File: config.mk
export PLATFORM = sky130hd
export DESIGN_NAME = lru_key_cache_flat
export DESIGN_NICKNAME = d
export VERILOG_FILES = /design/src/hdl/lkc_pkg.sv /design/src/hdl/lkc_in_if.sv /design/src/hdl/lkc_out_if.sv /design/src/hdl/lru_key_cache.sv /design/src/flat_wrapper.sv
export SDC_FILE = /design/constraint.sdc
export NUM_CORES = 1
export LEC_CHECK = 0
export BUFFER_PORTS_ARGS = -buffer_cell sky130_fd_sc_hd__buf_2
export CAP_MARGIN = 20
export CORE_ASPECT_RATIO = 1.4
export CORE_MARGIN = 4
export CORE_UTILIZATION = 65
export CTS_BUF_LIST = sky130_fd_sc_hd__clkbuf_8
export DETAILED_ROUTE_END_ITERATION = 8
export GPL_TIMING_DRIVEN = 0
export HOLD_SLACK_MARGIN = 0.03
export PLACE_DENSITY = 0.81
export SETUP_SLACK_MARGIN = 0.5
export SKIP_LAST_GASP = 1
export SLEW_MARGIN = 30
export SYNTH_ARGS = -nofsm -noshare
export SYNTH_HDL_FRONTEND = slang
export SYNTH_SLANG_ARGS = --single-unit
File: constraint.sdc
create_clock -name clk -period 6 [get_ports clk]
set_clock_uncertainty 0.2 [all_clocks]
set_input_delay 0.9 -clock clk [delete_from_list [all_inputs] [get_ports clk]]
set_output_delay 0.9 -clock clk [all_outputs]
set_load 0.03 [all_outputs]
File: src/hdl/lkc_pkg.sv
// ----------------------------------------------------------------------------
// lkc_pkg
// Shared sizes for the LRU key cache.
// ----------------------------------------------------------------------------
package lkc_pkg;

  localparam int ENTRIES  = 8;
  localparam int KEY_BITS = 8;
  localparam int CAP_W    = 4;
  localparam int OCC_W    = 4;
  localparam int IDX_W    = $clog2(ENTRIES);
  localparam int AGE_W    = IDX_W;
  localparam int CNT_W    = $clog2(ENTRIES + 1);
  localparam int CMP_W    = (CAP_W > CNT_W) ? CAP_W : CNT_W;
  localparam logic [CAP_W-1:0] CAP_RESET = CAP_W'(ENTRIES);

endpackage

File: src/hdl/lkc_in_if.sv
// ----------------------------------------------------------------------------
// lkc_in_if
// Access channel: one key per word.
// ----------------------------------------------------------------------------
interface lkc_in_if;

  logic                          valid;
  logic                          ready;
  logic [lkc_pkg::KEY_BITS-1:0]  access_key;

  modport source (output valid, output access_key, input ready);
  modport sink   (input valid, input access_key, output ready);

endinterface

File: src/hdl/lkc_out_if.sv
// ----------------------------------------------------------------------------
// lkc_out_if
// Result channel: hit/evict status and occupancy per word.
// ----------------------------------------------------------------------------
interface lkc_out_if;

  logic                          valid;
  logic                          ready;
  logic                          hit;
  logic                          evicted;
  logic [lkc_pkg::KEY_BITS-1:0]  evicted_key;
  logic [lkc_pkg::OCC_W-1:0]     occupancy;

  modport source (output valid, output hit, output evicted, output evicted_key,
                  output occupancy, input ready);
  modport sink   (input valid, input hit, input evicted, input evicted_key,
                  input occupancy, output ready);

endinterface

File: src/hdl/lru_key_cache.sv
// ----------------------------------------------------------------------------
// lru_key_cache
// Fully associative key cache with least-recently-used replacement.
//
//   channel   dir   handshake         payload
//   in_ch     in    valid/ready       access_key
//   out_ch    out   valid/ready       hit, evicted, evicted_key, occupancy
//   cfg       in    cfg_wr_en         cfg_wr_data (capacity)
//
// One access per clock while out_ch is not stalled, through the key register,
// then the result register. Tag compare and age update are combinational.
// Reset clears valid bits, ages, fill count and sets capacity to 8.
// A stalled result holds the pipe; one more word is taken into the key
// register while the result waits.
// ----------------------------------------------------------------------------
module lru_key_cache (
  input  logic                       clk,
  input  logic                       rst_n,
  lkc_in_if.sink                     in_ch,
  lkc_out_if.source                  out_ch,
  input  logic                       cfg_wr_en,
  input  logic [lkc_pkg::CAP_W-1:0]  cfg_wr_data
);

  logic [lkc_pkg::CAP_W-1:0]     cap_r;
  logic                          in_v_r;
  logic [lkc_pkg::KEY_BITS-1:0]  key_r;
  logic [lkc_pkg::KEY_BITS-1:0]  entry_key_r   [lkc_pkg::ENTRIES];
  logic [lkc_pkg::AGE_W-1:0]     entry_age_r   [lkc_pkg::ENTRIES];
  logic [lkc_pkg::AGE_W-1:0]     entry_age_nxt [lkc_pkg::ENTRIES];
  logic [lkc_pkg::ENTRIES-1:0]   entry_valid_r;
  logic [lkc_pkg::ENTRIES-1:0]   entry_valid_nxt;
  logic [lkc_pkg::CNT_W-1:0]     filled_r;
  logic [lkc_pkg::CNT_W-1:0]     filled_nxt;

  logic                          out_v_r;
  logic                          hit_r;
  logic                          evicted_r;
  logic [lkc_pkg::KEY_BITS-1:0]  evicted_key_r;
  logic [lkc_pkg::OCC_W-1:0]     occupancy_r;

  logic                          adv;
  logic                          proc;
  logic [lkc_pkg::ENTRIES-1:0]   hit_vec;
  logic                          hit_any;
  logic [lkc_pkg::IDX_W-1:0]     hit_idx;
  logic [lkc_pkg::IDX_W-1:0]     victim_idx;
  logic [lkc_pkg::IDX_W-1:0]     free_idx;
  logic [lkc_pkg::IDX_W-1:0]     slot;
  logic [lkc_pkg::CNT_W-1:0]     limit;
  logic [lkc_pkg::CMP_W-1:0]     eff_cap;
  logic                          full;
  logic                          ins;
  logic [lkc_pkg::AGE_W-1:0]     oldest;
  logic [lkc_pkg::KEY_BITS-1:0]  victim_key;

  assign adv          = !out_v_r || out_ch.ready;
  assign in_ch.ready  = !in_v_r || adv;
  assign proc         = in_v_r && adv;

  assign out_ch.valid       = out_v_r;
  assign out_ch.hit         = hit_r;
  assign out_ch.evicted     = evicted_r;
  assign out_ch.evicted_key = evicted_key_r;
  assign out_ch.occupancy   = occupancy_r;

  always_comb begin
    if (cap_r == '0) begin
      eff_cap = lkc_pkg::CMP_W'(1);
    end else if (lkc_pkg::CMP_W'(cap_r) > lkc_pkg::CMP_W'(lkc_pkg::ENTRIES)) begin
      eff_cap = lkc_pkg::CMP_W'(lkc_pkg::ENTRIES);
    end else begin
      eff_cap = lkc_pkg::CMP_W'(cap_r);
    end
  end

  assign full   = lkc_pkg::CMP_W'(filled_r) >= eff_cap;
  assign oldest = lkc_pkg::AGE_W'(filled_r - lkc_pkg::CNT_W'(1));

  always_comb begin
    hit_idx    = '0;
    victim_idx = '0;
    free_idx   = '0;
    for (int i = lkc_pkg::ENTRIES - 1; i >= 0; i--) begin
      hit_vec[i] = entry_valid_r[i] && (entry_key_r[i] == key_r);
      if (hit_vec[i]) begin
        hit_idx = lkc_pkg::IDX_W'(i);
      end
      if (entry_valid_r[i] && (entry_age_r[i] == oldest)) begin
        victim_idx = lkc_pkg::IDX_W'(i);
      end
      if (!entry_valid_r[i]) begin
        free_idx = lkc_pkg::IDX_W'(i);
      end
    end
  end

  assign hit_any    = |hit_vec;
  assign ins        = !hit_any && !full;
  assign victim_key = entry_key_r[victim_idx];

  always_comb begin
    if (hit_any) begin
      slot  = hit_idx;
      limit = lkc_pkg::CNT_W'(entry_age_r[hit_idx]);
    end else if (full) begin
      slot  = victim_idx;
      limit = lkc_pkg::CNT_W'(oldest);
    end else begin
      slot  = free_idx;
      limit = lkc_pkg::CNT_W'(lkc_pkg::ENTRIES);
    end
  end

  always_comb begin
    entry_valid_nxt = entry_valid_r;
    filled_nxt      = filled_r;
    if (ins) begin
      entry_valid_nxt[slot] = 1'b1;
      filled_nxt            = filled_r + lkc_pkg::CNT_W'(1);
    end
    for (int i = 0; i < lkc_pkg::ENTRIES; i++) begin
      entry_age_nxt[i] = entry_age_r[i];
      if (lkc_pkg::IDX_W'(i) == slot) begin
        entry_age_nxt[i] = '0;
      end else if (entry_valid_r[i] && (lkc_pkg::CNT_W'(entry_age_r[i]) < limit)) begin
        entry_age_nxt[i] = entry_age_r[i] + lkc_pkg::AGE_W'(1);
      end
    end
  end

  always_ff @(posedge clk) begin
    if (!rst_n) begin
      cap_r         <= lkc_pkg::CAP_RESET;
      in_v_r        <= 1'b0;
      out_v_r       <= 1'b0;
      entry_valid_r <= '0;
      filled_r      <= '0;
      for (int i = 0; i < lkc_pkg::ENTRIES; i++) begin
        entry_age_r[i] <= '0;
      end
    end else begin
      if (cfg_wr_en) begin
        cap_r <= cfg_wr_data;
      end
      if (in_ch.ready) begin
        in_v_r <= in_ch.valid;
      end
      if (adv) begin
        out_v_r <= in_v_r;
      end
      if (proc) begin
        entry_valid_r <= entry_valid_nxt;
        filled_r      <= filled_nxt;
        entry_age_r   <= entry_age_nxt;
      end
    end
  end

  always_ff @(posedge clk) begin
    if (in_ch.valid && in_ch.ready) begin
      key_r <= in_ch.access_key;
    end
    if (proc) begin
      if (!hit_any) begin
        entry_key_r[slot] <= key_r;
      end
      hit_r         <= hit_any;
      evicted_r     <= !hit_any && full;
      evicted_key_r <= (!hit_any && full) ? victim_key : '0;
      occupancy_r   <= lkc_pkg::OCC_W'(filled_nxt);
    end
  end

`ifndef ASSERT_OFF
  a_fill_bound: assert property (@(posedge clk) disable iff (!rst_n)
    lkc_pkg::CNT_W'(filled_r) <= lkc_pkg::CNT_W'(lkc_pkg::ENTRIES))
    else $error("fill count above entry count");

  a_fill_matches_valid: assert property (@(posedge clk) disable iff (!rst_n)
    $countones(entry_valid_r) == int'(filled_r))
    else $error("fill count differs from valid bits");

  a_single_hit: assert property (@(posedge clk) disable iff (!rst_n)
    in_v_r |-> $onehot0(hit_vec))
    else $error("key held in more than one entry");

  a_hit_no_evict: assert property (@(posedge clk) disable iff (!rst_n)
    out_v_r |-> !(hit_r && evicted_r))
    else $error("hit and eviction on one word");

  a_insert_grows: assert property (@(posedge clk) disable iff (!rst_n)
    (proc && ins) |=> filled_r == $past(filled_r) + lkc_pkg::CNT_W'(1))
    else $error("insert did not grow fill count");
`endif

endmodule

File: src/flat_wrapper.sv
// flat-port wrapper written by rule: the top's interface ports become plain ports
module lru_key_cache_flat 
  (clk, rst_n, cfg_wr_en, cfg_wr_data, in_ch_valid, in_ch_access_key, in_ch_ready, out_ch_valid, out_ch_hit, out_ch_evicted, out_ch_evicted_key, out_ch_occupancy, out_ch_ready);
  lkc_in_if in_ch_i ();
  lkc_out_if out_ch_i ();
  input  logic clk;
  input  logic rst_n;
  input  logic cfg_wr_en;
  input  logic [lkc_pkg::CAP_W-1:0] cfg_wr_data;
  input wire logic [$bits(in_ch_i.valid)-1:0] in_ch_valid;
  input wire logic [$bits(in_ch_i.access_key)-1:0] in_ch_access_key;
  output wire logic [$bits(in_ch_i.ready)-1:0] in_ch_ready;
  output wire logic [$bits(out_ch_i.valid)-1:0] out_ch_valid;
  output wire logic [$bits(out_ch_i.hit)-1:0] out_ch_hit;
  output wire logic [$bits(out_ch_i.evicted)-1:0] out_ch_evicted;
  output wire logic [$bits(out_ch_i.evicted_key)-1:0] out_ch_evicted_key;
  output wire logic [$bits(out_ch_i.occupancy)-1:0] out_ch_occupancy;
  input wire logic [$bits(out_ch_i.ready)-1:0] out_ch_ready;
  assign in_ch_i.valid = in_ch_valid;
  assign in_ch_i.access_key = in_ch_access_key;
  assign in_ch_ready = in_ch_i.ready;
  assign out_ch_valid = out_ch_i.valid;
  assign out_ch_hit = out_ch_i.hit;
  assign out_ch_evicted = out_ch_i.evicted;
  assign out_ch_evicted_key = out_ch_i.evicted_key;
  assign out_ch_occupancy = out_ch_i.occupancy;
  assign out_ch_i.ready = out_ch_ready;
  lru_key_cache u_core (.clk(clk), .rst_n(rst_n), .in_ch(in_ch_i), .out_ch(out_ch_i), .cfg_wr_en(cfg_wr_en), .cfg_wr_data(cfg_wr_data));
endmodule
After elaboration in Yosys (flattened, before gate mapping)
Memories as Yosys holds them, arrays and structs flattened. A register that Yosys moved wholly into a read port is not among the register bits.
Cells that the tools add are included.
- add/subtract/negate cells: 10
- order comparisons: 13
- equality and inequality tests: 23
- muxes and demuxes: 55
- bitwise logic cells: 2
- reduce and logical (&&, ||, !) cells: 56
- operator list (kind ; count):
    2-to-1 mux 3 bit ; 44
    == test 8 bit ; 8
    < comparator 3 x 4 -> 1 bit ; 8
    logical AND 1 bit ; 29
    adder 3 x 1 -> 3 bit (second input constant) ; 8
    == test 3 bit ; 8
    2-to-1 mux 4 bit ; 5
    AND reduction 2 bit ; 9
    nonzero test 2 bit ; 8
    == test 3 bit (first input constant) ; 4
    binary-select mux 3 bit (select 3 bit) ; 1
    OR 8 bit ; 1
    OR reduction 8 bit ; 1
    == test 2 x 3 -> 1 bit (first input constant) ; 2
    logical NOT 1 bit ; 5
    adder 4 x 1 -> 4 bit (second input constant) ; 1
    >= comparator 4 bit ; 1
    >= comparator 4 bit (second input constant) ; 1
    greater-than comparator 4 bit (second input constant) ; 1
    logical NOT 4 bit ; 1
    < comparator 3 x 4 -> 1 bit (second input constant) ; 1
    2-to-1 mux 1 bit ; 4
    inverter 3 -> 4 bit ; 1
    demux 1 bit (select 3 bit) ; 1
    other kinds (5) ; 6
- bits in registers: 56
- memory bits (writable): 64
- input bits: 17
- output and inout port bits: 16
- word-level logic and storage cells: 177
- memories: 1
- memory list (name ; depth ; width ; read ports ; clocked after memory_dff ; wr ports ; RTL line ; text):
    u_core.entry_key_r ; 8 ; 8 ; 9 ; 1 ; 1 ; lru_key_cache.sv:28 ; logic [lkc_pkg::KEY_BITS-1:0] entry_key_r [lkc_pkg::ENTRIES];

Logic depth before layout (Yosys ltp)
- depth in word-level cells: 19
- mapped depth: 18
- gate-level depth less buffers: 17

Worst setup path before layout
No wires, ideal clock.
- path kind: register -> register
- start: register u_core.key_r[4] in the netlist's numbering
- end: register u_core.entry_age_r[10] in the netlist's numbering
- library setup time: 0.122 ns
- data arrival time: 4.211 ns
- data required time: 5.678 ns
- setup slack: 1.467 ns
- stages on the path, launching flop included: 17
- path buffers: 1
- clock period less this slack: 4.533 ns
- cells stage by stage: edfxtp_1 > buf_4 > xnor2_1 > nand3_1 > or3_1 > nor2b_1 > a21oi_1 > mux2i_1 > mux2_2 > nor3_1 > a211oi_1 > ha_1 > a21oi_1 > and3_1 > a21oi_1 > o2111a_1 > a221o_1
- cells in the longest elaborated chain, start to end: 19
- elaborated cells between the ends (all ways): 37
- classes of those cells: order compare: 1; eq/ne: 9; mux: 14; bitwise: 1; reduce/logical: 12
- ends and longest elaborated chain (item ; RTL line ; text):
    start, declared ; lru_key_cache.sv:27 ; logic [lkc_pkg::KEY_BITS-1:0] key_r;
    start signal, assigned ; lru_key_cache.sv:162 ; key_r <= in_ch.access_key;
    == test 8 bit ; lru_key_cache.sv:85 ; hit_vec[i] = entry_valid_r[i] && (entry_key_r[i] == key_r);
    logical AND 1 bit ; lru_key_cache.sv:85 ;
    2-to-1 mux 3 bit (8 in series) ; lru_key_cache.sv:86 ; if (hit_vec[i]) begin
    inverter 3 -> 4 bit (not written as such) ; lru_key_cache.sv:105 ; limit = lkc_pkg::CNT_W'(entry_age_r[hit_idx]);
    binary-select mux 3 bit (select 3 bit) ; lru_key_cache.sv:105 ;
    2-to-1 mux 3 bit (not written as such) (2 in series) ; lru_key_cache.sv:105 ;
    2-to-1 mux 4 bit ; lru_key_cache.sv:103 ; if (hit_any) begin
    < comparator 3 x 4 -> 1 bit ; lru_key_cache.sv:126 ; end else if (entry_valid_r[i] && (lkc_pkg::CNT_W'(entry_age_r[i]) < limit)) begin
    logical AND 1 bit ; lru_key_cache.sv:126 ;
    nonzero test 2 bit (no line) ; n/a ;
    AND reduction 2 bit (no line) ; n/a ;
    end signal, assigned ; lru_key_cache.sv:155 ; entry_age_r <= entry_age_nxt;
    end, declared ; lru_key_cache.sv:29 ; logic [lkc_pkg::AGE_W-1:0] entry_age_r [lkc_pkg::ENTRIES];
Parallel ways exist; a longest one is shown, timed or not. The select of a mux whose other input is x is not followed.
A chain may end at the register's enable or synchronous reset.

Worst setup path after layout
- start: register u_core.key_r[7] in the netlist's numbering
- end: register u_core.entry_age_r[9] in the netlist's numbering
The elaborated chain is that of the path after synthesis.

==> impl_metrics.ini <==
[power_and_ir_drop]
power.internal_mw = 1.40
seqPwrFrac_pct = 47.4
p_comb_share_pct = 16.4
swShare_pct = 33.4
p_switching_mw = 0.701
ir_worst_vdd_uv = 250
powerDensity_nw_per_um2 = 239
power_leakage_nw = 3.09
clockPowerShare_pct = 36.2

[detailed_routing]
routed_wl_mm = 24.5
antenna_left = 0
drc_errors = 0
vias_per_cell = 6.91
first_pass_iters = 8
drtIter0Drc = 465
wl_per_cell_um = 24.1
vias = 7030

[floorplanning]
fp.dieH_um = 139
die_area_sq_um = 14200
die_w_um = 102
num_rows = 47
core-area_sq_um = 11900
initial_core_util_pct = 67.2
io_pins = 33

[grt]
grt_pass1_wl_mm = 38.0
gr-usage-all-layers_pct = 35.2
grt_antenna_before_repair = 0
grt_max_degree = 24
grt_pass1_vias = 7198
overflow = 0

[timing]
hold_viol = 0
period_needed_ns = 5.28
rsz0062_at_grt = no
relSlewSlack_pct = 41.3
period_share_pct = 88.1
drv_slew = 0
tightest_slew_ns = 0.881
setup_viol = 0
fmax_mhz = 189
fin_setup_tns_ns = 0

[setup_path]
arrival_ns = 5.46
worstPathMaxFanout = 9
r2r_slack_ns = 0.72
startpoint_type = register
setup.worst_path.start = u_core.key_r[7]$_DFFE_PP_
endpoint = u_core.entry_age_r[9]$_SDFFE_PN0P_
crit_type = reg -> reg
reg2reg_depth = 17
rr_endpoint = u_core.entry_age_r[9]$_SDFFE_PN0P_
required_ns = 6.17
critPathCaptureType = register
reg2reg_from = u_core.key_r[7]$_DFFE_PP_

[place]
hpwl_mm = 18.2
port_buffers = 31
gp_congestion = 0.996

[cts]
cts_setup_buffers = 0
postCtsHoldBufs = 0
clk_pin_slew_worst_paths_ns = 0.09
cts_tree = yes
clock_latency_ns = 0.47
post_cts_resized = 0
clock_path_buffers = 2
h-tree-depth = 4
cts_buffers = 17
root_buffer = clkbuf_8
clkSinkCount = 128

[job]
maxCapViolations = 0

[yosys]
synth_cell_types = 73
synth.avg_cell_area_sq_um = 9.94
syn_area_sq_um = 8020
synth_edf_count = 86
ys_warn_count = 0
synth_nets = 854
synth-seq-cells = 128
synthCells = 807
postSynth.asyncResetShare_pct = 0
synthFlopType = edfxtp_1
yosysSeqAreaShare_pct = 42.7

[finish]
layout-drive-gt1-share_pct = 12.4
fill_cells = 897
diodes = 0
utilization_pct = 73.5
mostFrequentLayoutCells = edfxtp_1, xnor2_1, nor2_1
final_common_cell = edfxtp_1
area_growth_pct = 9.39
fin_nets = 905

[outcome]
status = complete, no violations

[worst_hold_path]
hold_path_class = reg -> reg
==> power groups by stage <==
stage | Combinational, mW | Sequential, mW | Clock (mW)
global route | 0.368 | 0.996 | 0.807
global placement | 0.320 | 1.01 | 0
floorplan | 0.221 | 1.01 | 0
finish | 0.343 | 0.994 | 0.759
detailed placement | 0.331 | 1.01 | 0
CTS | 0.334 | 0.993 | 0.752
==> critical path, stage by stage, from the launching register on <==
cell and delay, ns:
edfxtp_1 0.56, buf_4 0.27, xnor2_1 0.30, nand3_1 0.14, or3_1 0.38, nor2b_1 0.20
a21oi_1 0.71, mux2i_1 0.27, mux2_2 0.17, nor3_1 0.06, a211oi_2 0.45, buf_4 0.26
ha_1 0.25, a21oi_1 0.18, nand3_1 0.14, a21oi_1 0.24, o21ai_0 0.15, a211oi_1 0.27
==> metrics by stage <==
stage | hold WS, ns | worst slack (ns) | instances | instance area [sq um] | power (mW)
2_1_floorplan | 0.261 | 1.47 | 807 | 8020 | 1.23
3_3_place_gp | 0.282 | 0.0315 | 985 | 8360 | 1.33
3_5_place_dp | 0.290 | 0.893 | 986 | 8380 | 1.34
4_1_cts | 0.314 | 0.847 | 1018 | 8770 | 2.08
5_1_grt | 0.356 | 0.530 | 1018 | 8770 | 2.17
6_report | 0.317 | 0.716 | 1018 | 8770 | 2.10
==> worst min-delay path by stage <==
stage	from	end	slack (ns)	cells past startpoint
2_1_floorplan	u_core.cap_r[0]$_SDFFE_PN0P_	u_core.cap_r[0]$_SDFFE_PN0P_	0.26	2
3_3_place_gp	u_core.cap_r[0]$_SDFFE_PN0P_	u_core.cap_r[0]$_SDFFE_PN0P_	0.28	2
3_5_place_dp	u_core.cap_r[0]$_SDFFE_PN0P_	u_core.cap_r[0]$_SDFFE_PN0P_	0.29	2
4_1_cts	u_core.cap_r[0]$_SDFFE_PN0P_	u_core.cap_r[0]$_SDFFE_PN0P_	0.31	2
5_1_grt	u_core.cap_r[0]$_SDFFE_PN0P_	u_core.cap_r[0]$_SDFFE_PN0P_	0.36	2
6_report	u_core.cap_r[0]$_SDFFE_PN0P_	u_core.cap_r[0]$_SDFFE_PN0P_	0.32	2
==> Yosys cell counts (all sizes together) (5+ instances only) <==
master / instances / area share (%)
edfxtp: 86 / 32
xnor2: 72 / 7.9
nor2: 60 / 2.8
a21oi: 47 / 3.0
dfxtp: 42 / 10
nand3: 41 / 2.6
nand2: 40 / 1.9
nand4: 34 / 2.7
mux2i: 32 / 4.0
a211oi: 31 / 2.9
ha: 30 / 4.7
o211ai: 28 / 2.6
clkbuf: 26 / 1.2
nor2b: 26 / 2.0
o21ai: 22 / 1.4
buf: 20 / 1.5
nor3: 20 / 1.2
xor2: 17 / 1.9
inv: 15 / 0.70
o21a: 15 / 1.4
a21o: 8 / 0.75
and2: 7 / 0.55
or3: 7 / 0.55
o2111ai: 6 / 0.66
or4: 6 / 0.61
or2: 5 / 0.39
==> area by class of cell <==
class / count / area [sq um] / area share [%]
inverters: 15 / 56.3 / 0.642
clock inverters: 15 / 158 / 1.80
flip-flops and latches: 128 / 3420 / 39.0
well taps: 147 / 184 / 2.10
multi-input cells: 618 / 4330 / 49.4
plain buffers: 46 / 223 / 2.54
repair buffers: 32 / 163 / 1.85
clock buffers: 17 / 234 / 2.67
==> per-layer routing <==
metal	up-vias	wire length, um	track usage [%]
met5	-	0	0
met4	0	2190	27.9
met3	153	1800	6.06
met2	406	12200	60.0
met1	3316	8300	37.5
li1	3155	-	-
==> flip-flops by register name (all words and copies together) (netlist names) <==
signal / flops
u_core.out_ch.occupancy: 4
u_core.entry_key_r: 64
u_core.out_ch.evicted: 1
u_core.out_ch.hit: 1
u_core.in_v_r: 1
u_core.out_ch.evicted_key: 8
u_core.out_ch.valid: 1
u_core.cap_r: 4
u_core.filled_r: 4
u_core.entry_age_r: 24
u_core.key_r: 8
u_core.entry_valid_r: 8
==> cell families after synthesis <==
kind of cell             Yosys count  share of synthesized area (%)
buffers and inverters             61                           3.46
multiplexers                      35                           4.42
adder cells (fa/ha/maj)           30                           4.68
XOR/XNOR                          90                           10.0
AO/OA/AOI/OAI                    197                           17.3
flip-flops                       128                           42.7
AND/OR/NAND/NOR                  266                           17.4
No activity file was read; power rests on OpenSTA's default activity.
